$ cat src/rtl/core/dbpc_pkg.sv
// Shared types and constants for the dE/dx band particle classifier.
`default_nettype none
package dbpc_pkg;

	// Register indexes of the configuration port.
	localparam logic [2:0] REG_ETA_LIMIT       = 3'd0;
	localparam logic [2:0] REG_PION_P_MIN      = 3'd1;
	localparam logic [2:0] REG_PION_P_MAX      = 3'd2;
	localparam logic [2:0] REG_PION_DEDX_MIN   = 3'd3;
	localparam logic [2:0] REG_KAON_P_MAX      = 3'd4;
	localparam logic [2:0] REG_KAON_DEDX_MIN   = 3'd5;
	localparam logic [2:0] REG_PROTON_P_MAX    = 3'd6;
	localparam logic [2:0] REG_PROTON_DEDX_MIN = 3'd7;

	// Register reset values.
	localparam logic [14:0] RST_ETA_LIMIT       = 15'd3277;
	localparam logic [15:0] RST_PION_P_MIN      = 16'd614;
	localparam logic [15:0] RST_PION_P_MAX      = 16'd4096;
	localparam logic [15:0] RST_PION_DEDX_MIN   = 16'd51;
	localparam logic [15:0] RST_KAON_P_MAX      = 16'd3686;
	localparam logic [15:0] RST_KAON_DEDX_MIN   = 16'd819;
	localparam logic [15:0] RST_PROTON_P_MAX    = 16'd6554;
	localparam logic [15:0] RST_PROTON_DEDX_MIN = 16'd870;

	// Class codes.
	localparam logic [1:0] CLASS_NONE   = 2'd0;
	localparam logic [1:0] CLASS_PION   = 2'd1;
	localparam logic [1:0] CLASS_KAON   = 2'd2;
	localparam logic [1:0] CLASS_PROTON = 2'd3;

	// Curve offsets in momentum units (1/4096 GeV/c).
	localparam logic [15:0] C_OFF0 = 16'd0;
	localparam logic [15:0] C_OFF1 = 16'd205;
	localparam logic [15:0] C_OFF2 = 16'd614;

	// Curve bases in energy loss units (1/256).
	localparam logic [15:0] B_BASE0 = 16'd563;
	localparam logic [15:0] B_BASE1 = 16'd640;
	localparam logic [15:0] B_BASE2 = 16'd768;

	// Curve numerators in units of 2^-32.
	localparam logic signed [49:0] A_PION_HI = 50'sd1245540516;
	localparam logic signed [49:0] A_KAON_LO = 50'sd1288490189;
	localparam logic signed [49:0] A_KAON_HI = 50'sd3006477107;
	localparam logic signed [49:0] A_PROT_LO = 50'sd3865470566;
	localparam logic signed [49:0] A_PROT_HI = 50'sd10307921510;

	typedef struct packed {
		logic [14:0] eta_limit;
		logic [15:0] pion_p_min;
		logic [15:0] pion_p_max;
		logic [15:0] pion_dedx_min;
		logic [15:0] kaon_p_max;
		logic [15:0] kaon_dedx_min;
		logic [15:0] proton_p_max;
		logic [15:0] proton_dedx_min;
	} cfg_t;

	typedef struct packed {
		logic eta_ok;
		logic pion_cut;
		logic kaon_cut;
		logic proton_cut;
	} cut_t;

	// Stage 1: distances to the curve offsets and energy loss minus bases.
	typedef struct packed {
		cut_t        cut;
		logic [2:0]  pole;
		logic [15:0] dist0;
		logic [15:0] dist1;
		logic [15:0] dist2;
		logic [16:0] eb0;
		logic [16:0] eb1;
		logic [16:0] eb2;
	} prep_t;

	// Stage 2: squared distances.
	typedef struct packed {
		cut_t        cut;
		logic [2:0]  pole;
		logic [31:0] sq0;
		logic [31:0] sq1;
		logic [31:0] sq2;
		logic [16:0] eb0;
		logic [16:0] eb1;
		logic [16:0] eb2;
	} sq_t;

	// Stage 3: scaled products (dEdx - b) * (p - c)^2.
	typedef struct packed {
		cut_t               cut;
		logic [2:0]         pole;
		logic signed [49:0] prod0;
		logic signed [49:0] prod1;
		logic signed [49:0] prod2;
	} prod_t;

endpackage
`default_nettype wire

$ cat src/rtl/core/dbpc_select.sv
// Last pipeline stage: curve comparisons, priority selection and result register.
`default_nettype none
module dbpc_select (
	input  wire logic             clk,
	input  wire logic             arst_n,
	input  wire logic             valid_s3,
	input  wire dbpc_pkg::prod_t  prod_s3,
	output logic                  done,
	output logic [1:0]            particle_class
);

	logic       is_pion;
	logic       is_kaon;
	logic       is_proton;
	logic [1:0] class_d;

	always_comb begin
		// A pole makes the curve infinite: below holds, above fails.
		is_pion = prod_s3.cut.pion_cut
			&& (prod_s3.pole[0] || (prod_s3.prod0 < dbpc_pkg::A_PION_HI));
		is_kaon = prod_s3.cut.kaon_cut
			&& !prod_s3.pole[0] && (dbpc_pkg::A_KAON_LO < prod_s3.prod0)
			&& (prod_s3.pole[1] || (prod_s3.prod1 < dbpc_pkg::A_KAON_HI));
		is_proton = prod_s3.cut.proton_cut
			&& !prod_s3.pole[1] && (dbpc_pkg::A_PROT_LO < prod_s3.prod1)
			&& (prod_s3.pole[2] || (prod_s3.prod2 < dbpc_pkg::A_PROT_HI));

		if (!prod_s3.cut.eta_ok) begin
			class_d = dbpc_pkg::CLASS_NONE;
		end else if (is_pion) begin
			class_d = dbpc_pkg::CLASS_PION;
		end else if (is_kaon) begin
			class_d = dbpc_pkg::CLASS_KAON;
		end else if (is_proton) begin
			class_d = dbpc_pkg::CLASS_PROTON;
		end else begin
			class_d = dbpc_pkg::CLASS_NONE;
		end
	end

	always_ff @(posedge clk or negedge arst_n) begin
		if (!arst_n) begin
			done <= 1'b0;
		end else begin
			done <= valid_s3;
		end
	end

	always_ff @(posedge clk) begin
		if (valid_s3) begin
			particle_class <= class_d;
		end
	end

endmodule
`default_nettype wire

$ cat config.mk
export PLATFORM = sky130hd
export DESIGN_NAME = dbpc_select
export DESIGN_NICKNAME = d
export VERILOG_FILES = /design/src/rtl/core/dbpc_pkg.sv /design/src/rtl/core/dbpc_select.sv
export SDC_FILE = /design/constraint.sdc
export NUM_CORES = 1
export LEC_CHECK = 0
export ABC_AREA = 1
export ABC_CLOCK_PERIOD_IN_PS = 800
export BUFFER_PORTS_ARGS = -buffer_cell sky130_fd_sc_hd__buf_2
export CAP_MARGIN = 20
export CORE_UTILIZATION = 34
export DETAILED_ROUTE_END_ITERATION = 8
export GPL_TIMING_DRIVEN = 0
export PLACE_DENSITY_LB_ADDON = 0.25
export SETUP_SLACK_MARGIN = 0.4
export SLEW_MARGIN = 10
export SYNTH_ARGS = -nofsm -noshare
export SYNTH_HDL_FRONTEND = slang
export SYNTH_SLANG_ARGS = --single-unit
$ cat constraint.sdc
create_clock -name clk -period 0.8 [get_ports clk]
set_clock_uncertainty 0.1 [all_clocks]
set_input_delay 0.16 -clock clk [delete_from_list [all_inputs] [get_ports clk]]
set_output_delay 0.16 -clock clk [all_outputs]
set_load 0.005 [all_outputs]
==> summary.txt, run 1 <==
Power
  • PwrDens: 596.7 nW/um^2
  • Leakage power: 0.001432 uW
  • Maximum vdd ir drop: 0.3870 mV

CTS
  • CTS H-tree lvls: 1
  • Num CTS Buffers: 3
  • CTS tree: built
  • Clk slew on worst S/H paths: 0.03 ns
  • CTS Sinks: 3
  • CTS root buf: clkbuf_8
  • Clock tree buffer depth: 2

Routing
  • 1st-pass router iterations: 4
  • Antenna Violating Nets Remaining: 0
  • DRT iter0 DRCs: 70
  • Post-DR vias/cell: 4.688
  • Routed WL: 5.291 mm
  • Drt drc: 0
  • DR vias: 2480
  • Avg WL per Cell: 10.00 um

Timing
  • Final Cycle Share: 1.641
  • Slew Limit Fails: 0
  • RSZ-0062 raised after global routing: yes
  • Hold WS: -0.3895 ns
  • Final setup violation count: 5
  • Setup tns final: -1.538 ns
  • Final min period: 1.313 ns
  • Worst slew margin: 0.8212
  • Slew at the pin closest to its max-slew limit: approximately 0.27 ns
  • Final Hold Vio Count: 2
  • Final worst slack: -0.5130 ns
  • FMAX: 761.6 MHz

Synth
  • Syn_nets: 475
  • Synth Cell Area: around 1400 sq um
  • Sequential share of the synthesized area: 0.06093
  • Synthesized flop and latch total: 3
  • Yosys warns: 0
  • Distinct cells, synth: 23
  • Average size of a mapped cell: 4.433 sq um
  • Synthesized instance count: 315

Place
  • GP Congestion: 0.7954
  • Placed Cells: 523
  • Hpwl dp: 4.102 mm
  • IO buf count: 160

Final layout
  • Number of diodes: 0
  • Area occupied by multi-input gates: 1346 sq um
  • Seq. cell area: 85.08 sq um
  • Share of cells above drive strength 1: 0.4740
  • Fillers: 364
  • Area grow syn2layout: 87.54%
  • Final layout net count: 642
  • Fin cells: 529

Die
  • Die Span X: 66.09 um
  • Initial cell density of the core: 0.3676
  • Std-Cell Core Area: 3799 sq um
  • I/O Pins: 163
  • Die area: approximately 4400 sq um
  • Die Height: 66.09 um
  • Row count: 22

GRT
  • Routing usage on met2: 0.4082
  • Layer carrying the most global-route usage: met2
  • Met3 GRT Util: 0.02069
  • First-pass GRT wire length: approximately 7.4 mm
  • Met1 Use GR: 0.2176
  • Vias in the first global route: 2091
  • All-Layer GR Usage: 0.2060
  • Largest net degree at the start of global routing: 6
  • Global route total overflow: 0
  • Initial antenna violation count: 0

Min path
  • HP Class: in2async

Critical path
  • WS Path Type: in2reg
  • Critical path endpoint category: flip-flop
  • Critical Path RT: 0.67 ns
  • Critical path, cell by cell: buf_2 -> nor2_2 -> nand2_2 -> nor2_2 -> nand2_2 -> nor3_2 -> nand2_1 -> nand2_1 -> nand2_1 -> nand2_1 -> nor2_2 -> nor2_1 -> nor2_1
  • CP delay by family, top: simple AND/OR/NAND/NOR gates
  • WP buf/inv: 1
  • Crit path arrival time: 1.18 ns
  • Largest stage delay, worst path: 0.12 ns
  • CP startpoint kind: input port
  • CP Max Fanout: 2
  • Critical path's slowest cell: nor2_2
  • Top cell by count, worst path: nand2_1

Run status
  • Violated checks: negative hold slack, negative setup slack
  • Outcome: finished, violations left

Job
  • Max-cap viol count: 0
where the power goes:
part           switching [uW]  internal, uW  total, uW
clock network             102           340        443
logic                     443           494        937
registers                4.11           179        183
what timing repair did:
item / in CTS / in global routing
pin swaps: 4 / 29
endpoints found under the setup margin: 7 / 7
buffers inserted: 0 / 2
gates resized for setup: 10 / 79
endpoints found under the hold margin: 2 / 2
gates cloned: 0 / 0
final cells by class:
type | count | area share
Timing Repair Buffer | 162 | 0.3488
Sequential cell | 3 | 0.03249
Clock buffer | 4 | 0.01720
Tap cell | 48 | 0.02293
Inverter | 45 | 0.06450
Multi-Input combinational cell | 267 | 0.5141
final timing paths:
check	startpoint	to	slack [ns]	depth (start not counted)
min in group clk	valid_s3	done	-0.05	1
max in group asynchronous	arst_n	done	0.91	1
hold / removal	arst_n	done	-0.39	1
setup / recovery	prod_s3[41]	particle_class[1]	-0.51	13
registers in the layout, indices dropped and copies added, names as in the netlist:
signal	cells
done	1
particle_class	2
cell usage after synthesis:
cell type	count	area (sq um)
o21bai_1	1	7.510
dfrtp_1	1	25.02
a21oi_1	7	35.03
nand4_1	5	31.28
and2b_2	1	8.760
a31oi_1	1	6.260
a21boi_1	1	7.510
nand2_1	104	390.4
and2_1	1	6.260
edfxtp_1	2	60.06
nor2_2	4	25.02
nor2_1	94	352.8
nand3_2	1	10.01
nor3_1	4	20.02
o21ai_0	10	50.05
inv_1	45	168.9
or2_4	1	8.760
a21boi_0	2	15.01
nand3_1	23	115.1
nor3_2	1	10.01
nand3b_1	3	22.52
nor3b_1	2	15.01
o21ai_1	1	5.000
cells by family after synthesis:
family / after synthesis / synth area share
compound gates: 23 / 0.09050
buf+inv: 45 / 0.1210
simple gates: 244 / 0.7276
flops: 3 / 0.06093
placed cells by master, fill, tap and decap left out, types with 8 or more instances in the layout:
cell type and instances:
nor2_1 67, nand3_1 17, buf_6 14, nor2_2 21
nor2_4 10, nand2_2 8, buf_2 145, inv_2 8
inv_1 37, nand2_1 95
routing by layer:
layer | up-vias | wire length (um)
met3 | 25 | 342
li1 | 1305 | -
met1 | 1044 | 1946
met5 | - | 0
met2 | 106 | 2782
met4 | 0 | 218
per-stage QoR:
stage	instance area, sq um	total power [uW]	hold WS [ns]	setup slack [ns]	util
floorplan	1396	472.5	-0.2356	-0.5021	-
global placement	2257	936.6	-0.1643	-0.7421	0.5942
detailed placement	2257	959.9	-0.1632	-0.7669	0.5942
CTS	2344	1419	-0.3875	-0.4972	0.6169
global route	2619	1690	-0.3888	-0.6446	0.6894
finish	2619	1563	-0.3895	-0.5130	0.6894
No activity file was read; power rests on OpenSTA's default activity.
==> run 2, diff against run 1 <==
ABC_CLOCK_PERIOD_IN_PS = not set   (was 800)
PLACE_DENSITY = 0.84   (was not set)
PLACE_DENSITY_LB_ADDON = not set   (was 0.25)
==> summary.txt, run 2 (synthesis results as in run 1) <==
Run status
  • Outcome: finished, violations left
  • Violated checks: negative hold slack, negative setup slack

CTS
  • Clk slew on worst S/H paths: 0.03 ns (about the same)
  • Num CTS Buffers: 3 (unchanged)
  • CTS root buf: clkbuf_8
  • CTS H-tree lvls: 1 (unchanged)
  • Clock tree buffer depth: 2 (unchanged)
  • CTS Sinks: 3 (unchanged)
  • CTS tree: built

Place
  • GP Congestion: 0.8700 (+9.4%)
  • Hpwl dp: 4.161 mm (+1.5%)
  • Placed Cells: 523 (unchanged)
  • Post-DP Area: 2257 sq um (unchanged)
  • IO buf count: 160 (unchanged)
  • DP Worst Slack: -0.7822 ns (-0.01529 ns)

Power
  • Flop pwr share: 0.121 (+0.004)
  • PwrDens: 605.0 nW/um^2 (+1.4%)
  • Sw frac: 0.3403 (-0.01116)
  • Maximum vdd ir drop: 0.3960 mV (+2.3%)
  • Internal: 985.1 uW (-2.8%)
  • Gate power share: 0.581 (-0.019)
  • Sw Pwr: 508.3 uW (-7.5%)
  • Clock power share: 0.298 (+0.015)
  • Leakage power: 0.001393 uW (-2.7%)

Timing
  • Final Hold Vio Count: 2 (unchanged)
  • Worst slew margin: 0.8773 (+0.05612)
  • Final min period: 1.300 ns (-0.01334 ns)
  • Slew Limit Fails: 0 (unchanged)
  • Final worst slack: -0.4996 ns (+0.01334 ns)
  • Final Cycle Share: 1.625 (-0.01668)
  • Slew at the pin closest to its max-slew limit: 0.1824 ns (-0.08583 ns)
  • Final setup violation count: 5 (unchanged)
  • Hold WS: -0.3911 ns (-0.001660 ns)
  • RSZ-0062 raised after global routing: yes
  • FMAX: 769.5 MHz (+1.0%)

Critical path
  • Crit path arrival time: 1.17 ns (about the same)
  • Critical Path RT: 0.67 ns (about the same)
  • CP startpoint kind: input port
  • CP Max Fanout: 2 (unchanged)
  • Critical path endpoint category: flip-flop
  • WS Path Type: in2reg

Job
  • Max-cap viol count: 0 (unchanged)

Final layout
  • Final Cell Area: 2469 sq um (-5.7%)
  • Final layout net count: 641 (-0.16%)
  • Max FFs per register: 2 (unchanged)
  • Area grow syn2layout: 76.79%
  • Share of cells above drive strength 1: 0.4208 (-0.05318)
  • Top reg by flops: particle_class
  • Largest regs: particle_class x2, done x1
  • Commonest non-fill, non-tap cell in the layout: buf_2
  • Commonest cells after routing, fill and taps aside: buf_2, nand2_1, nor2_1
  • Fin cells: 528 (-0.19%)
  • Number of diodes: 0 (unchanged)

Routing
  • Drt drc: 0 (unchanged)
  • Avg WL per Cell: 9.456 um (-5.5%)
  • Routed WL: 4.993 mm (-5.6%)
  • Post-DR vias/cell: 4.530 (-3.4%)
  • Antenna Violating Nets Remaining: 0 (unchanged)
  • DRT iter0 DRCs: 87 (+24%)
  • DR vias: 2392 (-3.5%)
  • 1st-pass router iterations: 4 (unchanged)

Die
  • Row count: 22 (unchanged)
  • Initial cell density of the core: 0.3676 (unchanged)
  • I/O Pins: 163 (unchanged)
  • Die Height: 66.09 um (unchanged)
  • Die Span X: 66.09 um (unchanged)
  • Die area: 4367 sq um (unchanged)
  • Std-Cell Core Area: 3799 sq um (unchanged)

GRT
  • All-Layer GR Usage: 0.2049 (-0.001148)
  • Initial antenna violation count: 0 (unchanged)
  • Largest net degree at the start of global routing: 6 (unchanged)
  • Vias in the first global route: 1951 (-6.7%)
  • First-pass GRT wire length: 7.307 mm (-0.84%)
  • Global route total overflow: 0 (unchanged)

Min path
  • HP Class: in2async
run 2: cell count changes in the layout (fill, tap and decap cells not counted), sizes merged:
cell  previous run  this run
buf            162       161
run 2: final cells by class:
type	instances	area, sq um
Timing Repair Buffer	161	880.8
Inverter	45	171.4
Sequential cell	3	85.08
Fill cell	340	1330
Tap cell	48	60.06
Multi-Input combinational cell	267	1226
Clock buffer	4	45.04
run 2: path summary, 6_finish.rpt:
| kind | startpoint | end | slack, ns | cells after the start |
|---|---|---|---|---|
| max | prod_s3[34] | particle_class[0] | -0.50 | 13 |
| min | arst_n | done | -0.39 | 1 |
| max in group asynchronous | arst_n | done | 0.91 | 1 |
| min in group clk | valid_s3 | done | -0.05 | 1 |
run 2: power groups by stage:
| stage | clock network (uW) | registers [uW] | logic (uW) |
|---|---|---|---|
| 2_1_floorplan | 0 | 185 | 288 |
| 6_report | 445 | 181 | 867 |
| 4_1_cts | 458 | 181 | 798 |
| 3_3_place_gp | 0 | 182 | 758 |
| 5_1_grt | 468 | 182 | 979 |
| 3_5_place_dp | 0 | 183 | 776 |
run 2: what timing repair did:
item / in CTS / in global routing
gates resized for setup: 10 / 39
endpoints found under the hold margin: 2 / 2
pin swaps: 2 / 10
setup endpoints to repair: 7 / 5
buffers inserted: 1 / 0
run 2: worst max-delay path, cell delays in order:
cell     delay [ns]
buf_6          0.09
nor2_2         0.10
nand2_1        0.06
nor2_1         0.12
nand2_1        0.10
nor3_2         0.12
nand2_1        0.07
nand2_1        0.05
nand2_1        0.05
nand2_1        0.08
nor2_2         0.04
nor2_1         0.08
nor2_1         0.04
run 2: per-stage QoR:
| step | TNS, ns | util | total power (uW) | hold WS [ns] |
|---|---|---|---|---|
| floorplan | -0.9854 | - | 472.5 | -0.2356 |
| global placement | -1.505 | 0.5942 | 940.7 | -0.1651 |
| detailed placement | -1.557 | 0.5942 | 959.1 | -0.1641 |
| CTS | -1.465 | 0.6166 | 1437 | -0.3949 |
| global route | -1.769 | 0.6499 | 1629 | -0.3949 |
| finish | -1.442 | 0.6499 | 1493 | -0.3911 |
run 2: per-layer routing:
layer | vias up | routed length (um) | track usage
li1 | 1300 | - | -
met4 | 0 | 44 | 0.03989
met1 | 993 | 2073 | 0.2480
met3 | 6 | 317 | 0.03276
met5 | - | 0 | 0
met2 | 93 | 2559 | 0.3763
==> run 3, diff against run 2 <==
REMOVE_ABC_BUFFERS = 1   (was not set)
==> summary.txt, run 3 (synthesis results as in run 1) <==
Run status
  • Outcome: finished, violations left
  • Violated checks: negative hold slack, negative setup slack

Final layout
  • Final layout net count: 641 (unchanged)
  • Area occupied by multi-input gates: 1231 sq um (+0.41%)
  • Number of diodes: 0 (unchanged)
  • Largest regs: particle_class x2, done x1
  • Fillers: 355 (+4.4%)
  • Area grow syn2layout: 76.52%
  • Share of cells above drive strength 1: 0.4021 (-0.01875)
  • Top reg by flops: particle_class
  • Seq. cell area: 85.08 sq um (unchanged)
  • Final Cell Area: 2465 sq um (-0.15%)
  • Commonest non-fill, non-tap cell in the layout: buf_2
  • Commonest cells after routing, fill and taps aside: buf_2, nand2_1, nor2_1
  • Max FFs per register: 2 (unchanged)

CTS
  • Num CTS Buffers: 3 (unchanged)
  • Clk slew on worst S/H paths: 0.03 ns (about the same)
  • CTS tree: built
  • Clock tree buffer depth: 2 (unchanged)
  • CTS H-tree lvls: 1 (unchanged)
  • CTS root buf: clkbuf_8
  • CTS Sinks: 3 (unchanged)

Timing
  • Hold WS: -0.3925 ns (-0.001362 ns)
  • Final Hold Vio Count: 2 (unchanged)
  • FMAX: 761.9 MHz (-0.98%)
  • Final min period: 1.312 ns (+0.01285 ns)
  • Final setup violation count: 5 (unchanged)
  • RSZ-0062 raised after global routing: yes
  • Worst slew margin: 0.8581 (-0.01916)
  • Slew Limit Fails: 0 (unchanged)
  • Slew at the pin closest to its max-slew limit: 0.2123 ns (+0.02992 ns)
  • Final worst slack: -0.5125 ns (-0.01285 ns)
  • Final Cycle Share: 1.641 (+0.01606)

Die
  • Die Span X: 66.09 um (unchanged)
  • Die Height: 66.09 um (unchanged)
  • Row count: 22 (unchanged)
  • Std-Cell Core Area: 3799 sq um (unchanged)
  • I/O Pins: 163 (unchanged)
  • Initial cell density of the core: 0.3676 (unchanged)
  • Die area: 4367 sq um (unchanged)

GRT
  • Largest net degree at the start of global routing: 6 (unchanged)
  • All-Layer GR Usage: 0.2077 (+0.002865)
  • First-pass GRT wire length: 7.431 mm (+1.7%)
  • Initial antenna violation count: 0 (unchanged)
  • Vias in the first global route: 2083 (+6.8%)
  • Global route total overflow: 0 (unchanged)

Power
  • Leakage power: 0.001411 uW (+1.2%)
  • PwrDens: 603.7 nW/um^2 (-0.20%)
  • Maximum vdd ir drop: 0.2873 mV (-27%)
  • Total power draw: 1488 uW (-0.35%)

Critical path
  • CP startpoint kind: input port
  • CP Max Fanout: 3 (+1)
  • Critical path endpoint category: flip-flop
  • Critical Path RT: 0.67 ns (about the same)
  • WS Path Type: in2reg
  • Crit path arrival time: 1.18 ns (about the same)

Routing
  • Antenna Violating Nets Remaining: 0 (unchanged)
  • DR vias: 2434 (+1.8%)
  • Drt drc: 0 (unchanged)
  • DRT iter0 DRCs: 114 (+31%)
  • Post-DR vias/cell: 4.610 (+1.8%)
  • Avg WL per Cell: 8.938 um (-5.5%)
  • Routed WL: 4.719 mm (-5.5%)
  • 1st-pass router iterations: 4 (unchanged)

Place
  • GP Congestion: 0.8113 (-6.7%)
  • Post-DP Area: 2257 sq um (unchanged)
  • Hpwl dp: 4.173 mm (+0.27%)
  • IO buf count: 160 (unchanged)

Min path
  • HP Class: in2async

Job
  • Max-cap viol count: 0 (unchanged)
run 3: worst paths after layout:
path                              from                end  slack (ns)  cells after the start
max in group asynchronous       arst_n               done        0.91                      1
min in group clk              valid_s3               done       -0.05                      1
worst max-delay path       prod_s3[76]  particle_class[1]       -0.51                     10
worst min-delay path            arst_n               done       -0.39                      1
run 3: stage by stage:
stage               TNS [ns]  setup WS, ns    util  cells
floorplan             -1.021       -0.5381       -    315
global placement      -1.493       -0.7512  0.5942    523
detailed placement    -1.503       -0.7617  0.5942    523
CTS                   -1.442       -0.5140  0.6136    527
global route          -1.858       -0.6794  0.6489    528
finish                -1.442       -0.5125  0.6489    528
run 3: area by class of cell:
type | instances | area share
tap | 48 | 0.02437
inverter | 45 | 0.06853
multi-input combinational | 267 | 0.4995
timing repair buffer | 161 | 0.3548
clock buffer | 4 | 0.01827
sequential | 3 | 0.03452
run 3: repair_timing:
action                     4_1_cts  5_1_grt
resized for setup                8       33
pin swaps                        5       24
setup endpoints to repair        7        6
buffers inserted                 0        1
hold endpoints to repair         2        2
run 3: worst max-delay path, cell delays in order:
cell and delay [ns]:
buf_6 0.09, or2_4 0.26, nor3_4 0.16, nand2_1 0.08, nor2_1 0.09, nand2_1 0.06, nand2_1 0.06, a21oi_1 0.06
nor2_1 0.11, nor2_1 0.05
run 3: metal layers:
metal  wire length, um  global-route usage
met1              1830              0.2214
met2              2384              0.4094
met3               410             0.02759
met4                94             0.06915
met5                 0                   0
run 3: power breakdown:
group	switching [uW]	total (uW)	internal [uW]
clock	111	452	341
sequential	2.01	180	178
combinational	394	856	462
