### src/rtl/core/dbpc_pkg.sv
// Shared types and constants for the dE/dx band particle classifier.
`default_nettype none
package dbpc_pkg;

	// Register indexes of the configuration port.
	localparam logic [2:0] REG_ETA_LIMIT       = 3'd0;
	localparam logic [2:0] REG_PION_P_MIN      = 3'd1;
	localparam logic [2:0] REG_PION_P_MAX      = 3'd2;
	localparam logic [2:0] REG_PION_DEDX_MIN   = 3'd3;
	localparam logic [2:0] REG_KAON_P_MAX      = 3'd4;
	localparam logic [2:0] REG_KAON_DEDX_MIN   = 3'd5;
	localparam logic [2:0] REG_PROTON_P_MAX    = 3'd6;
	localparam logic [2:0] REG_PROTON_DEDX_MIN = 3'd7;

	// Register reset values.
	localparam logic [14:0] RST_ETA_LIMIT       = 15'd3277;
	localparam logic [15:0] RST_PION_P_MIN      = 16'd614;
	localparam logic [15:0] RST_PION_P_MAX      = 16'd4096;
	localparam logic [15:0] RST_PION_DEDX_MIN   = 16'd51;
	localparam logic [15:0] RST_KAON_P_MAX      = 16'd3686;
	localparam logic [15:0] RST_KAON_DEDX_MIN   = 16'd819;
	localparam logic [15:0] RST_PROTON_P_MAX    = 16'd6554;
	localparam logic [15:0] RST_PROTON_DEDX_MIN = 16'd870;

	// Class codes.
	localparam logic [1:0] CLASS_NONE   = 2'd0;
	localparam logic [1:0] CLASS_PION   = 2'd1;
	localparam logic [1:0] CLASS_KAON   = 2'd2;
	localparam logic [1:0] CLASS_PROTON = 2'd3;

	// Curve offsets in momentum units (1/4096 GeV/c).
	localparam logic [15:0] C_OFF0 = 16'd0;
	localparam logic [15:0] C_OFF1 = 16'd205;
	localparam logic [15:0] C_OFF2 = 16'd614;

	// Curve bases in energy loss units (1/256).
	localparam logic [15:0] B_BASE0 = 16'd563;
	localparam logic [15:0] B_BASE1 = 16'd640;
	localparam logic [15:0] B_BASE2 = 16'd768;

	// Curve numerators in units of 2^-32.
	localparam logic signed [49:0] A_PION_HI = 50'sd1245540516;
	localparam logic signed [49:0] A_KAON_LO = 50'sd1288490189;
	localparam logic signed [49:0] A_KAON_HI = 50'sd3006477107;
	localparam logic signed [49:0] A_PROT_LO = 50'sd3865470566;
	localparam logic signed [49:0] A_PROT_HI = 50'sd10307921510;

	typedef struct packed {
		logic [14:0] eta_limit;
		logic [15:0] pion_p_min;
		logic [15:0] pion_p_max;
		logic [15:0] pion_dedx_min;
		logic [15:0] kaon_p_max;
		logic [15:0] kaon_dedx_min;
		logic [15:0] proton_p_max;
		logic [15:0] proton_dedx_min;
	} cfg_t;

	typedef struct packed {
		logic eta_ok;
		logic pion_cut;
		logic kaon_cut;
		logic proton_cut;
	} cut_t;

	// Stage 1: distances to the curve offsets and energy loss minus bases.
	typedef struct packed {
		cut_t        cut;
		logic [2:0]  pole;
		logic [15:0] dist0;
		logic [15:0] dist1;
		logic [15:0] dist2;
		logic [16:0] eb0;
		logic [16:0] eb1;
		logic [16:0] eb2;
	} prep_t;

	// Stage 2: squared distances.
	typedef struct packed {
		cut_t        cut;
		logic [2:0]  pole;
		logic [31:0] sq0;
		logic [31:0] sq1;
		logic [31:0] sq2;
		logic [16:0] eb0;
		logic [16:0] eb1;
		logic [16:0] eb2;
	} sq_t;

	// Stage 3: scaled products (dEdx - b) * (p - c)^2.
	typedef struct packed {
		cut_t               cut;
		logic [2:0]         pole;
		logic signed [49:0] prod0;
		logic signed [49:0] prod1;
		logic signed [49:0] prod2;
	} prod_t;

endpackage
`default_nettype wire

### src/rtl/core/dbpc_prep.sv
// First pipeline stage: cuts, distances to curve offsets and energy loss offsets.
`default_nettype none
module dbpc_prep (
	input  wire logic            clk,
	input  wire logic            arst_n,
	input  wire logic            in_valid,
	input  wire logic [15:0]     momentum,
	input  wire logic [15:0]     energy_loss,
	input  wire logic [15:0]     pseudorapidity,
	input  wire dbpc_pkg::cfg_t  cfg,
	output logic                 valid_s1,
	output dbpc_pkg::prep_t      prep_s1
);

	logic [16:0]     abs_eta;
	dbpc_pkg::prep_t prep_d;

	always_comb begin
		// Sign-extend to 17 bits so that -32768 gives a magnitude of 32768.
		if (pseudorapidity[15]) begin
			abs_eta = 17'd0 - {1'b1, pseudorapidity};
		end else begin
			abs_eta = {1'b0, pseudorapidity};
		end

		prep_d.cut.eta_ok     = abs_eta <= {2'b00, cfg.eta_limit};
		prep_d.cut.pion_cut   = (momentum < cfg.pion_p_max) && (cfg.pion_p_min < momentum)
			&& (cfg.pion_dedx_min < energy_loss);
		prep_d.cut.kaon_cut   = (momentum < cfg.kaon_p_max) && (cfg.kaon_dedx_min < energy_loss);
		prep_d.cut.proton_cut = (momentum < cfg.proton_p_max)
			&& (cfg.proton_dedx_min < energy_loss);

		prep_d.pole[0] = momentum == dbpc_pkg::C_OFF0;
		prep_d.pole[1] = momentum == dbpc_pkg::C_OFF1;
		prep_d.pole[2] = momentum == dbpc_pkg::C_OFF2;

		prep_d.dist0 = momentum - dbpc_pkg::C_OFF0;
		prep_d.dist1 = (momentum >= dbpc_pkg::C_OFF1) ? momentum - dbpc_pkg::C_OFF1
			: dbpc_pkg::C_OFF1 - momentum;
		prep_d.dist2 = (momentum >= dbpc_pkg::C_OFF2) ? momentum - dbpc_pkg::C_OFF2
			: dbpc_pkg::C_OFF2 - momentum;

		prep_d.eb0 = {1'b0, energy_loss} - {1'b0, dbpc_pkg::B_BASE0};
		prep_d.eb1 = {1'b0, energy_loss} - {1'b0, dbpc_pkg::B_BASE1};
		prep_d.eb2 = {1'b0, energy_loss} - {1'b0, dbpc_pkg::B_BASE2};
	end

	always_ff @(posedge clk or negedge arst_n) begin
		if (!arst_n) begin
			valid_s1 <= 1'b0;
		end else begin
			valid_s1 <= in_valid;
		end
	end

	always_ff @(posedge clk) begin
		if (in_valid) begin
			prep_s1 <= prep_d;
		end
	end

endmodule
`default_nettype wire

### config.mk
export PLATFORM = sky130hd
export DESIGN_NAME = dbpc_prep
export DESIGN_NICKNAME = d
export VERILOG_FILES = /design/src/rtl/core/dbpc_pkg.sv /design/src/rtl/core/dbpc_prep.sv
export SDC_FILE = /design/constraint.sdc
export NUM_CORES = 1
export LEC_CHECK = 0
export ABC_AREA = 1
export BUFFER_PORTS_ARGS = -buffer_cell sky130_fd_sc_hd__clkbuf_2
export CAP_MARGIN = 20
export CORE_ASPECT_RATIO = 0.5
export CORE_MARGIN = 4
export CORE_UTILIZATION = 25
export CTS_CLUSTER_DIAMETER = 40
export DETAILED_ROUTE_END_ITERATION = 8
export PLACE_DENSITY_LB_ADDON = 0.15
export SLEW_MARGIN = 40
export SYNTH_ARGS = -nofsm -noshare
export SYNTH_HDL_FRONTEND = slang
export SYNTH_SLANG_ARGS = --single-unit
### constraint.sdc
create_clock -name clk -period 0.8 [get_ports clk]
set_input_delay 0.04 -clock clk [delete_from_list [all_inputs] [get_ports clk]]
set_output_delay 0.04 -clock clk [all_outputs]
set_load 0.01 [all_outputs]
==> impl_metrics.tcl, run 1 <==
set metrics [dict create \
    status "finished with violations" \
    violations "negative setup slack" \
    slowest_delay_ns 0.32 \
    syn_area_mm2 0.008426 \
    crit_path_cell_trace "clkbuf_2 -> inv_4 -> ha_4 -> nand2_4 -> o21ai_4 -> nand2_2 -> nor2_4 -> xnor2_2 -> ha_1 -> nand2_1 -> nor2_1 -> nor2_1 -> o211ai_1 -> inv_1 -> nand2_1 -> nand2_1" \
    grt_remaining_overflow 0 \
    synth.top_cell.area_share_pct 34.93 \
    cp_max_fo 3 \
    setup-violations-final 162 \
    slew_viol_final 0 \
    synth.net_count 1369 \
    cpMostUsedCell "nand2_1" \
    die_area_mm2 0.03688 \
    fin_setup_tns_ns -30.41 \
    worst_ep_required_time_ns 0.94 \
    async_flop_share_pct 1.010 \
    final_common_cell "clkbuf_2" \
    cp-end-kind "flip-flop" \
    place.gp.congestion 0.8968 \
    setup_slack_ns -0.7467 \
    fin_nets 1913 \
    fin_crit_sh_pct 193.3 \
    hold_class "in -> reg" \
    placed_area_mm2 0.01236 \
    p_leak_nw 7.159 \
    synthCells 1060 \
    io_pins 285 \
    max_slew_margin_pct 73.44 \
    clock.fmax_mhz 646.6 \
    layout_common_cells "clkbuf_2, buf_4, nand2_1, inv_1, ha_1" \
    grt_pass1_vias 9149 \
    cts-buffers-inserted 9 \
    wl_per_cell_um 15.15 \
    dr_total_vias 8910 \
    stdcell_area_mm2 0.01443 \
    criticalPathCategory "in -> reg" \
    utilization_pct 43.52 \
    synth_edf_count 98 \
    yosys-top-cells-area "edfxtp_1, ha_1, nand2_1" \
    grt_max_degree 35 \
    drtIter0Drc 424 \
    grt_setup_unrepaired "yes" \
    core_mm2 0.03317 \
    critPathTopFamily "simple AND/OR/NAND/NOR gates" \
    die_w_um 267.6 \
    grt_antenna_before_repair 2 \
    io_buffers 284 \
    h-tree-depth 3 \
    crit_slowest_cell "ha_1" \
    cts_buffer_depth 2 \
    grt_usage_pct 16.54 \
    worstMarginPinSlew_ns 0.3954 \
    yosys_warnings 0 \
    start_util_pct 25.40 \
    syn2layout_area_growth_pct 71.31 \
    clock-sinks 99 \
    drc_errors 0 \
    worstPathArrival_ns 1.69 \
    cap_viol_max_count 0 \
    wl_um 31050 \
    power.density_mw_per_mm2 1184 \
    grt_pass1_wl_um 47430 \
    synthFlopType "edfxtp_1" \
    place_hpwl_um 25380 \
    vias_per_cell 4.346 \
    path_buf_inv 3 \
    dr.pass1.iters 4 \
    cts_tree "built" \
    hold_path_depth 1 \
    synth_seq_cells 99 \
    critPathLaunchType "input port" \
    synth.avg_cell_area_um2 7.949 \
    ir_worst_vdd_uv 1011 \
    pre_cts_ws_ns -1.232 \
    clk_pin_slew_ns 0.08 \
    rows 47 \
    ant_nets 0 \
    worst-path-stages 16 \
    synth_top_area_cell "edfxtp_1" \
    seq_area_frac_synth_pct 35.22 \
    hold_violations 0 \
    synth_cell_types 35 \
    dieHeight_um 137.8 \
    num_antenna_cells 0 \
    clock-root-buffer "clkbuf_16" \
    period_needed_ns 1.547 \
    total_power_mw 17.09 \
    drive_gt1_share_pct 50.65 \
]
state kept, by name, summed over array words and instances, names as in the netlist:
signal and cells:
prep_s1 98, valid_s1 1
final timing paths:
path | start | to | slack, ns
max | pseudorapidity[1] | prep_s1[105] | -0.75
min | momentum[7] | prep_s1[90] | 0.02
max in group asynchronous | arst_n | valid_s1 | 0.19
min in group asynchronous | arst_n | valid_s1 | 0.51
logic make-up (layout without fill, tap and decap cells):
kind of cell | Yosys count | after routing | share of synthesized area, %
xor gates and xnor gates | 58 | 58 | 6.029
and+or+nand+nor | 454 | 455 | 22.11
adders and majority gates | 131 | 131 | 19.45
AOI/OAI and AO/OA | 126 | 126 | 7.945
DFF | 99 | 99 | 35.22
buffers and inverters | 192 | 740 | 9.237
synthesized netlist by cell type (3+ instances only):
| master | n |
|---|---|
| xnor2_1 | 5 |
| nand3_1 | 45 |
| o21a_1 | 3 |
| nor2_1 | 87 |
| nor2_2 | 3 |
| nand4_1 | 14 |
| a21oi_1 | 60 |
| a211oi_1 | 3 |
| buf_4 | 10 |
| ha_1 | 131 |
| xor2_1 | 53 |
| inv_1 | 150 |
| edfxtp_1 | 98 |
| buf_2 | 8 |
| nand2_1 | 282 |
| o21ai_1 | 19 |
| nor3_1 | 14 |
| o211ai_1 | 3 |
| inv_2 | 19 |
| o21ai_0 | 32 |
power by group:
part,total [mW],internal (mW),switching [mW],leakage [nW]
Sequential,6.40,6.26,0.141,0.968
Clock,4.57,2.20,2.37,0.139
Combinational,6.12,2.90,3.21,6.05
Total,17.1,11.4,5.72,7.16
layout make-up:
cell class,count,area (µm²)
Clock buffer,9,225.2
Clock inverter,7,71.32
Fill cell,3347,18730
Inverter,172,709.4
Multi-Input combinational cell,770,5959
Sequential cell,99,2968
Tap cell,441,551.8
Timing Repair Buffer,551,3938
Timing Repair inverter,1,11.26
routing by layer:
metal  track usage (%)  up-vias  part of all wire (%)
met1             19.15     4133                    41
met5                 0        -                  0.11
met4             5.013        4                   2.4
met3             4.015       41                   4.6
met2             30.46      162                    52
li1                  -     4570                     -
stage by stage:
step | hold WS (ns) | std cells
after detailed placement | -0.1836 | 1969
after global placement | -0.1855 | 1969
after global routing | 0.01113 | 2050
after CTS | 0.009670 | 2032
final | 0.02080 | 2050
after floorplan | -0.2556 | 1060
what timing repair did:
| action | in CTS | in global routing |
|---|---|---|
| setup buffers | 34 | 27 |
| endpoints found under the hold margin | 15 | 0 |
| pin swaps | 96 | 103 |
| cloned | 3 | 0 |
| hold buffers | 16 | 0 |
| endpoints found under the setup margin | 163 | 166 |
| resized for setup | 188 | 140 |
(Power assumes the default switching activity.)
==> run 2, diff against run 1 <==
--- a/config.mk
+++ b/config.mk
@@ -5,12 +5,11 @@
 export SDC_FILE = /design/constraint.sdc
 export NUM_CORES = 1
 export LEC_CHECK = 0
-export ABC_AREA = 1
 export BUFFER_PORTS_ARGS = -buffer_cell sky130_fd_sc_hd__clkbuf_2
 export CAP_MARGIN = 20
 export CORE_ASPECT_RATIO = 0.5
 export CORE_MARGIN = 4
-export CORE_UTILIZATION = 25
+export CORE_UTILIZATION = 45
 export CTS_CLUSTER_DIAMETER = 40
 export DETAILED_ROUTE_END_ITERATION = 8
 export PLACE_DENSITY_LB_ADDON = 0.15
==> run 2 against run 1 <==
Effect of this change:
- synthesized area fell by 8.3%
- worst hold slack improved by 0.0068 ns
- cell count fell by 26%
- sequential share of layout area rose by 1.8 points
- critical endpoint unchanged
- maximum frequency fell by 25%
- the flow still finishes with violations (negative setup slack)
==> impl_metrics.tcl, run 2 <==
set metrics [dict create \
    status "finished with violations" \
    violations "negative setup slack" \
    syn2layout_area_growth_pct 71.88 \
    cp_max_fo 3 \
    wl_per_cell_um 18.87 \
    core_mm2 0.01660 \
    num-fill-cells 1019 \
    clk_pin_slew_ns 0.08 \
    setup_slack_ns -1.254 \
    synth_xor_area_share_pct 6.803 \
    criticalPathCategory "in -> reg" \
    setup-violations-final 164 \
    grt_pass1_vias 8341 \
    grt_antenna_before_repair 0 \
    cpMostUsedCell "a21oi_1" \
    critPathTopFamily "simple AND/OR/NAND/NOR gates" \
    synth_seq_cells 99 \
    seq_area_frac_synth_pct 38.42 \
    fin_crit_sh_pct 256.8 \
    rows 33 \
    cts-buffers-inserted 9 \
    hold_violations 0 \
    io_buffers 284 \
    synth_mux_area_share_pct 0.9232 \
    synth_top_family_by_area "adder cells" \
    worstPathArrival_ns 2.26 \
    slowest_delay_ns 0.37 \
    clock-root-buffer "clkbuf_16" \
    cp-end-kind "flip-flop" \
    largest_reg_flops 98 \
    place_hpwl_um 20390 \
    syn_area_mm2 0.007725 \
    total_power_mw 16.62 \
    power.density_mw_per_mm2 1251 \
    yosysMostFrequentCell "ha_1" \
    synth.net_count 1081 \
    fin_setup_tns_ns -37.78 \
    hold_class "in -> reg" \
    ir_worst_vdd_uv 1019 \
    synth_cell_types 61 \
    grt_max_degree 39 \
    dieHeight_um 100.6 \
    whs_ns 0.02757 \
    synth_compound_area_share_pct 13.72 \
    worst_ep_required_time_ns 1.00 \
    cts_buffer_depth 2 \
    reg.largest.list "prep_s1 (98), valid_s1 (1)" \
    final_common_cell "clkbuf_2" \
    grt_pass1_wl_um 41810 \
    clock-sinks 99 \
    synthFlopType "edfxtp_1" \
    synth_top_area_cell "edfxtp_1" \
    worstMarginPinSlew_ns 0.3581 \
    start_util_pct 46.54 \
    dr.pass1.iters 5 \
    vias_per_cell 5.359 \
    path_buf_inv 1 \
    place.gp.congestion 0.9179 \
    drtIter0Drc 433 \
    async_flop_share_pct 1.010 \
    drc_errors 0 \
    p_leak_nw 6.100 \
    ant_nets 0 \
    stdcell_area_mm2 0.01328 \
    worst-path-stages 12 \
    synthCells 772 \
    synth_edf_count 98 \
    die_area_mm2 0.01945 \
    cts_tree "built" \
    h-tree-depth 3 \
    crit_path_cell_trace "clkbuf_2 -> nor2_1 -> nand3_1 -> or3_1 -> or2_1 -> o21ai_1 -> xnor2_1 -> ha_1 -> nand4_1 -> nor4_1 -> a21oi_1 -> a21oi_1" \
    slew_viol_final 0 \
    top_register "prep_s1" \
    clock.fmax_mhz 486.8 \
    utilization_pct 79.99 \
    yosys_warnings 0 \
    critPathLaunchType "input port" \
    placed_area_mm2 0.01131 \
    synth.top_cell.area_share_pct 38.10 \
    multi_input_area_mm2 0.005587 \
    synth.avg_cell_area_um2 10.01 \
    cap_viol_max_count 0 \
    crit_end "prep_s1[105]" \
    synth_fa_ha_area_share_pct 21.22 \
    dr_total_vias 8076 \
    grt_remaining_overflow 0 \
    grt_usage_pct 26.81 \
    crit_slowest_cell "or3_1" \
    num_antenna_cells 0 \
    io_pins 285 \
    die_w_um 193.3 \
    seq_area_mm2 0.002968 \
    drive_gt1_share_pct 57.58 \
    layout_common_cells "clkbuf_2, buf_4, edfxtp_1, ha_1, inv_1" \
    max_slew_margin_pct 75.82 \
    period_needed_ns 2.054 \
    yosys-top-cells-area "edfxtp_1, ha_1, xnor2_1" \
    fin_nets 1584 \
    synth-simple-area-share_pct 12.24 \
    grt_setup_unrepaired "yes" \
    wl_um 28440 \
    worstSetupStartpoint "pseudorapidity[3]" \
    netlist_top_cells_count "ha_1, edfxtp_1, inv_1, a21oi_1, xnor2_1" \
]
==> run 2: cell types whose count changed after synthesis, sizes merged, moves of 8 or more <==
cell | previous run | this run
nand3 | 46 | 17
o21ai | 51 | 37
xor2 | 53 | 2
a21o | 2 | 14
inv | 170 | 100
nor2 | 92 | 41
nor2b | 0 | 8
nand2 | 285 | 42
xnor2 | 5 | 58
==> run 2: cell families (layout without fill, tap and decap cells) <==
kind of cell,Yosys count,after routing
adder cells (fa/ha/maj),131,131
XOR/XNOR,60,60
buffers and inverters,125,633
AND/OR/NAND/NOR,182,182
multiplexers,7,7
flip-flops,99,99
AO/OA/AOI/OAI,168,168
==> run 2: worst min path at each step <==
stage / startpoint / cells after the start / endpoint / slack [ns]
floorplan: arst_n / 0 / valid_s1 / -0.26
global placement: arst_n / 1 / valid_s1 / -0.19
detailed placement: arst_n / 1 / valid_s1 / -0.18
CTS: energy_loss[0] / 2 / prep_s1[35] / -0.004
global route: in_valid / 1 / prep_s1[79] / 0.02
finish: in_valid / 1 / prep_s1[79] / 0.03
==> run 2: cell type report <==
class | count | share of cell area [%]
Multi-Input combinational cell | 548 | 42.08
Timing Repair Buffer | 516 | 27.90
Sequential cell | 99 | 22.35
Inverter | 101 | 3.392
Tap cell | 227 | 2.139
Clock buffer | 9 | 1.696
Clock inverter | 7 | 0.4429
==> run 2: timing repair <==
action | CTS | global route
hold endpoints to repair | 4 | 3
buffers inserted | 35 | 27
hold buffers | 4 | 3
resized for setup | 170 | 135
endpoints found under the setup margin | 164 | 166
pin swaps | 76 | 80
==> run 2: power breakdown <==
part	leakage (nW)	internal [mW]	switching, mW
Sequential	0.969	6.27	0.152
Combinational	5.00	2.89	2.93
Clock	0.132	2.17	2.20
Total	6.10	11.3	5.28
==> run 2: through the flow <==
step / worst slack [ns] / instances
3_3_place_gp: -1.575 / 1437
4_1_cts: -1.249 / 1491
2_1_floorplan: -1.268 / 772
3_5_place_dp: -1.654 / 1437
5_1_grt: -1.436 / 1507
6_report: -1.254 / 1507
==> run 2: layer usage <==
layer	wire, µm	global-route usage, %
met5	0	0
met4	1109	8.809
met3	1748	5.476
met2	14530	49.92
met1	11050	31.44
==> run 3, diff against run 2 <==
--- a/config.mk
+++ b/config.mk
@@ -13,6 +13,8 @@
 export CTS_CLUSTER_DIAMETER = 40
 export DETAILED_ROUTE_END_ITERATION = 8
 export PLACE_DENSITY_LB_ADDON = 0.15
+export SETUP_SLACK_MARGIN = 0.02
+export SKIP_CTS_REPAIR_TIMING = 1
 export SLEW_MARGIN = 40
 export SYNTH_ARGS = -nofsm -noshare
 export SYNTH_HDL_FRONTEND = slang
==> run 3 against run 2 <==
Effect of this change:
- the flow finishes with violations (negative hold slack, negative setup slack)
- sequential share of layout area rose by 0.15 points
- clock-buffer cell count is the same
- cell count decreased by 0.53%
- maximum frequency shrank 2.0%
- clock power hardly changed
- non-clock buffer count down 8
- critical endpoint unchanged
- highest routed layer unchanged
==> impl_metrics.tcl, run 3 (synthesis gave the netlist of run 2 again) <==
set metrics [dict create \
    status "finished with violations" \
    violations "negative hold slack, negative setup slack" \
    vias_per_cell 5.378 \
    slew_viol_final 0 \
    stdcell_area_mm2 0.01319 \
    start_util_pct 46.54 \
    setup-violations-final 164 \
    grt_usage_pct 24.16 \
    criticalPathCategory "in -> reg" \
    fin_setup_tns_ns -38.90 \
    ir_worst_vdd_uv 1208 \
    reg.largest.list "prep_s1 (98), valid_s1 (1)" \
    grt_remaining_overflow 0 \
    cts_tree "built" \
    syn2layout_area_growth_pct 70.76 \
    wl_um 28480 \
    wl_per_cell_um 19.00 \
    hold_class "in -> reg" \
    critPathTopFamily "simple AND/OR/NAND/NOR gates" \
    io_pins 285 \
    cap_viol_max_count 0 \
    grt_pass1_wl_um 37790 \
    slowest_delay_ns 0.35 \
    final_common_cell "clkbuf_2" \
    h-tree-depth 3 \
    dieHeight_um 100.6 \
    die_w_um 193.3 \
    drc_errors 0 \
    crit_slowest_cell "or3_4" \
    layout_common_cells "clkbuf_2, buf_4, edfxtp_1, ha_1, inv_1" \
    clock-root-buffer "clkbuf_16" \
    clk_pin_slew_ns 0.08 \
    max_slew_margin_pct 74.45 \
    cts_buffer_depth 2 \
    grt_antenna_before_repair 0 \
    clock.fmax_mhz 477.3 \
    crit_path_cell_trace "clkbuf_2 -> nor2_4 -> nand3_2 -> or3_4 -> or2_4 -> o21ai_2 -> xnor2_1 -> ha_1 -> nand4_1 -> nor3_1 -> o41ai_1 -> o2111ai_1 -> a21oi_1" \
    io_buffers 284 \
    power.density_mw_per_mm2 1262 \
    ant_nets 0 \
    clock-sinks 99 \
    whs_ns -0.01174 \
    path_buf_inv 1 \
    grt_setup_unrepaired "yes" \
    dr_total_vias 8062 \
    place.gp.congestion 0.8857 \
    fin_crit_sh_pct 261.9 \
    placed_area_mm2 0.01127 \
    fin_nets 1576 \
    cts-buffers-inserted 9 \
    grt_max_degree 39 \
    drtIter0Drc 433 \
    hold_violations 1 \
    cp-end-kind "flip-flop" \
    num_antenna_cells 0 \
    period_needed_ns 2.095 \
    grt_pass1_vias 7742 \
    drive_gt1_share_pct 57.39 \
    die_area_mm2 0.01945 \
    worstPathArrival_ns 2.19 \
    worstMarginPinSlew_ns 0.3791 \
    critPathLaunchType "input port" \
    place_hpwl_um 20540 \
    largest_reg_flops 98 \
    rows 33 \
    top_register "prep_s1" \
    dr.pass1.iters 5 \
    p_leak_nw 6.050 \
    pre_cts_ws_ns -1.616 \
    cp_max_fo 3 \
    core_mm2 0.01660 \
    worst_ep_required_time_ns 0.90 \
    setup_slack_ns -1.295 \
]
-- run 3: power by group --
group | switching (mW) | internal, mW
sequential | 0.161 | 6.27
clock | 2.23 | 2.17
combinational | 2.95 | 2.86
total | 5.34 | 11.3
-- run 3: path summary, 6_finish.rpt --
kind                       depth (start not counted)               from      endpoint
setup / recovery                                  13  pseudorapidity[2]  prep_s1[105]
hold / removal                                     2     energy_loss[1]   prep_s1[35]
max in group asynchronous                          3             arst_n      valid_s1
min in group asynchronous                          3             arst_n      valid_s1
-- run 3: metrics by stage --
step                util (%)  power (mW)  cells
finish                 79.47       16.65   1499
global route           79.47       17.49   1499
CTS                    69.61       15.66   1448
detailed placement     67.89       11.32   1432
global placement       67.89       11.15   1432
floorplan                  -       8.894    772
-- run 3: layer usage --
layer  wire length, µm  vias up  track usage (%)
li1                  -     3798                -
met1             11020     3855            29.05
met2             15040      333            44.91
met3              1649       76            4.708
met4               767        0            6.525
met5                 0        -                0
-- run 3: area by class of cell --
type	count	area [µm²]
Clock buffer	9	225.2
Inverter	101	460.4
Sequential cell	99	2968
Clock inverter	7	60.06
Multi-Input combinational cell	548	5609
Tap cell	227	284.0
Fill cell	1030	3407
Timing Repair Buffer	508	3585
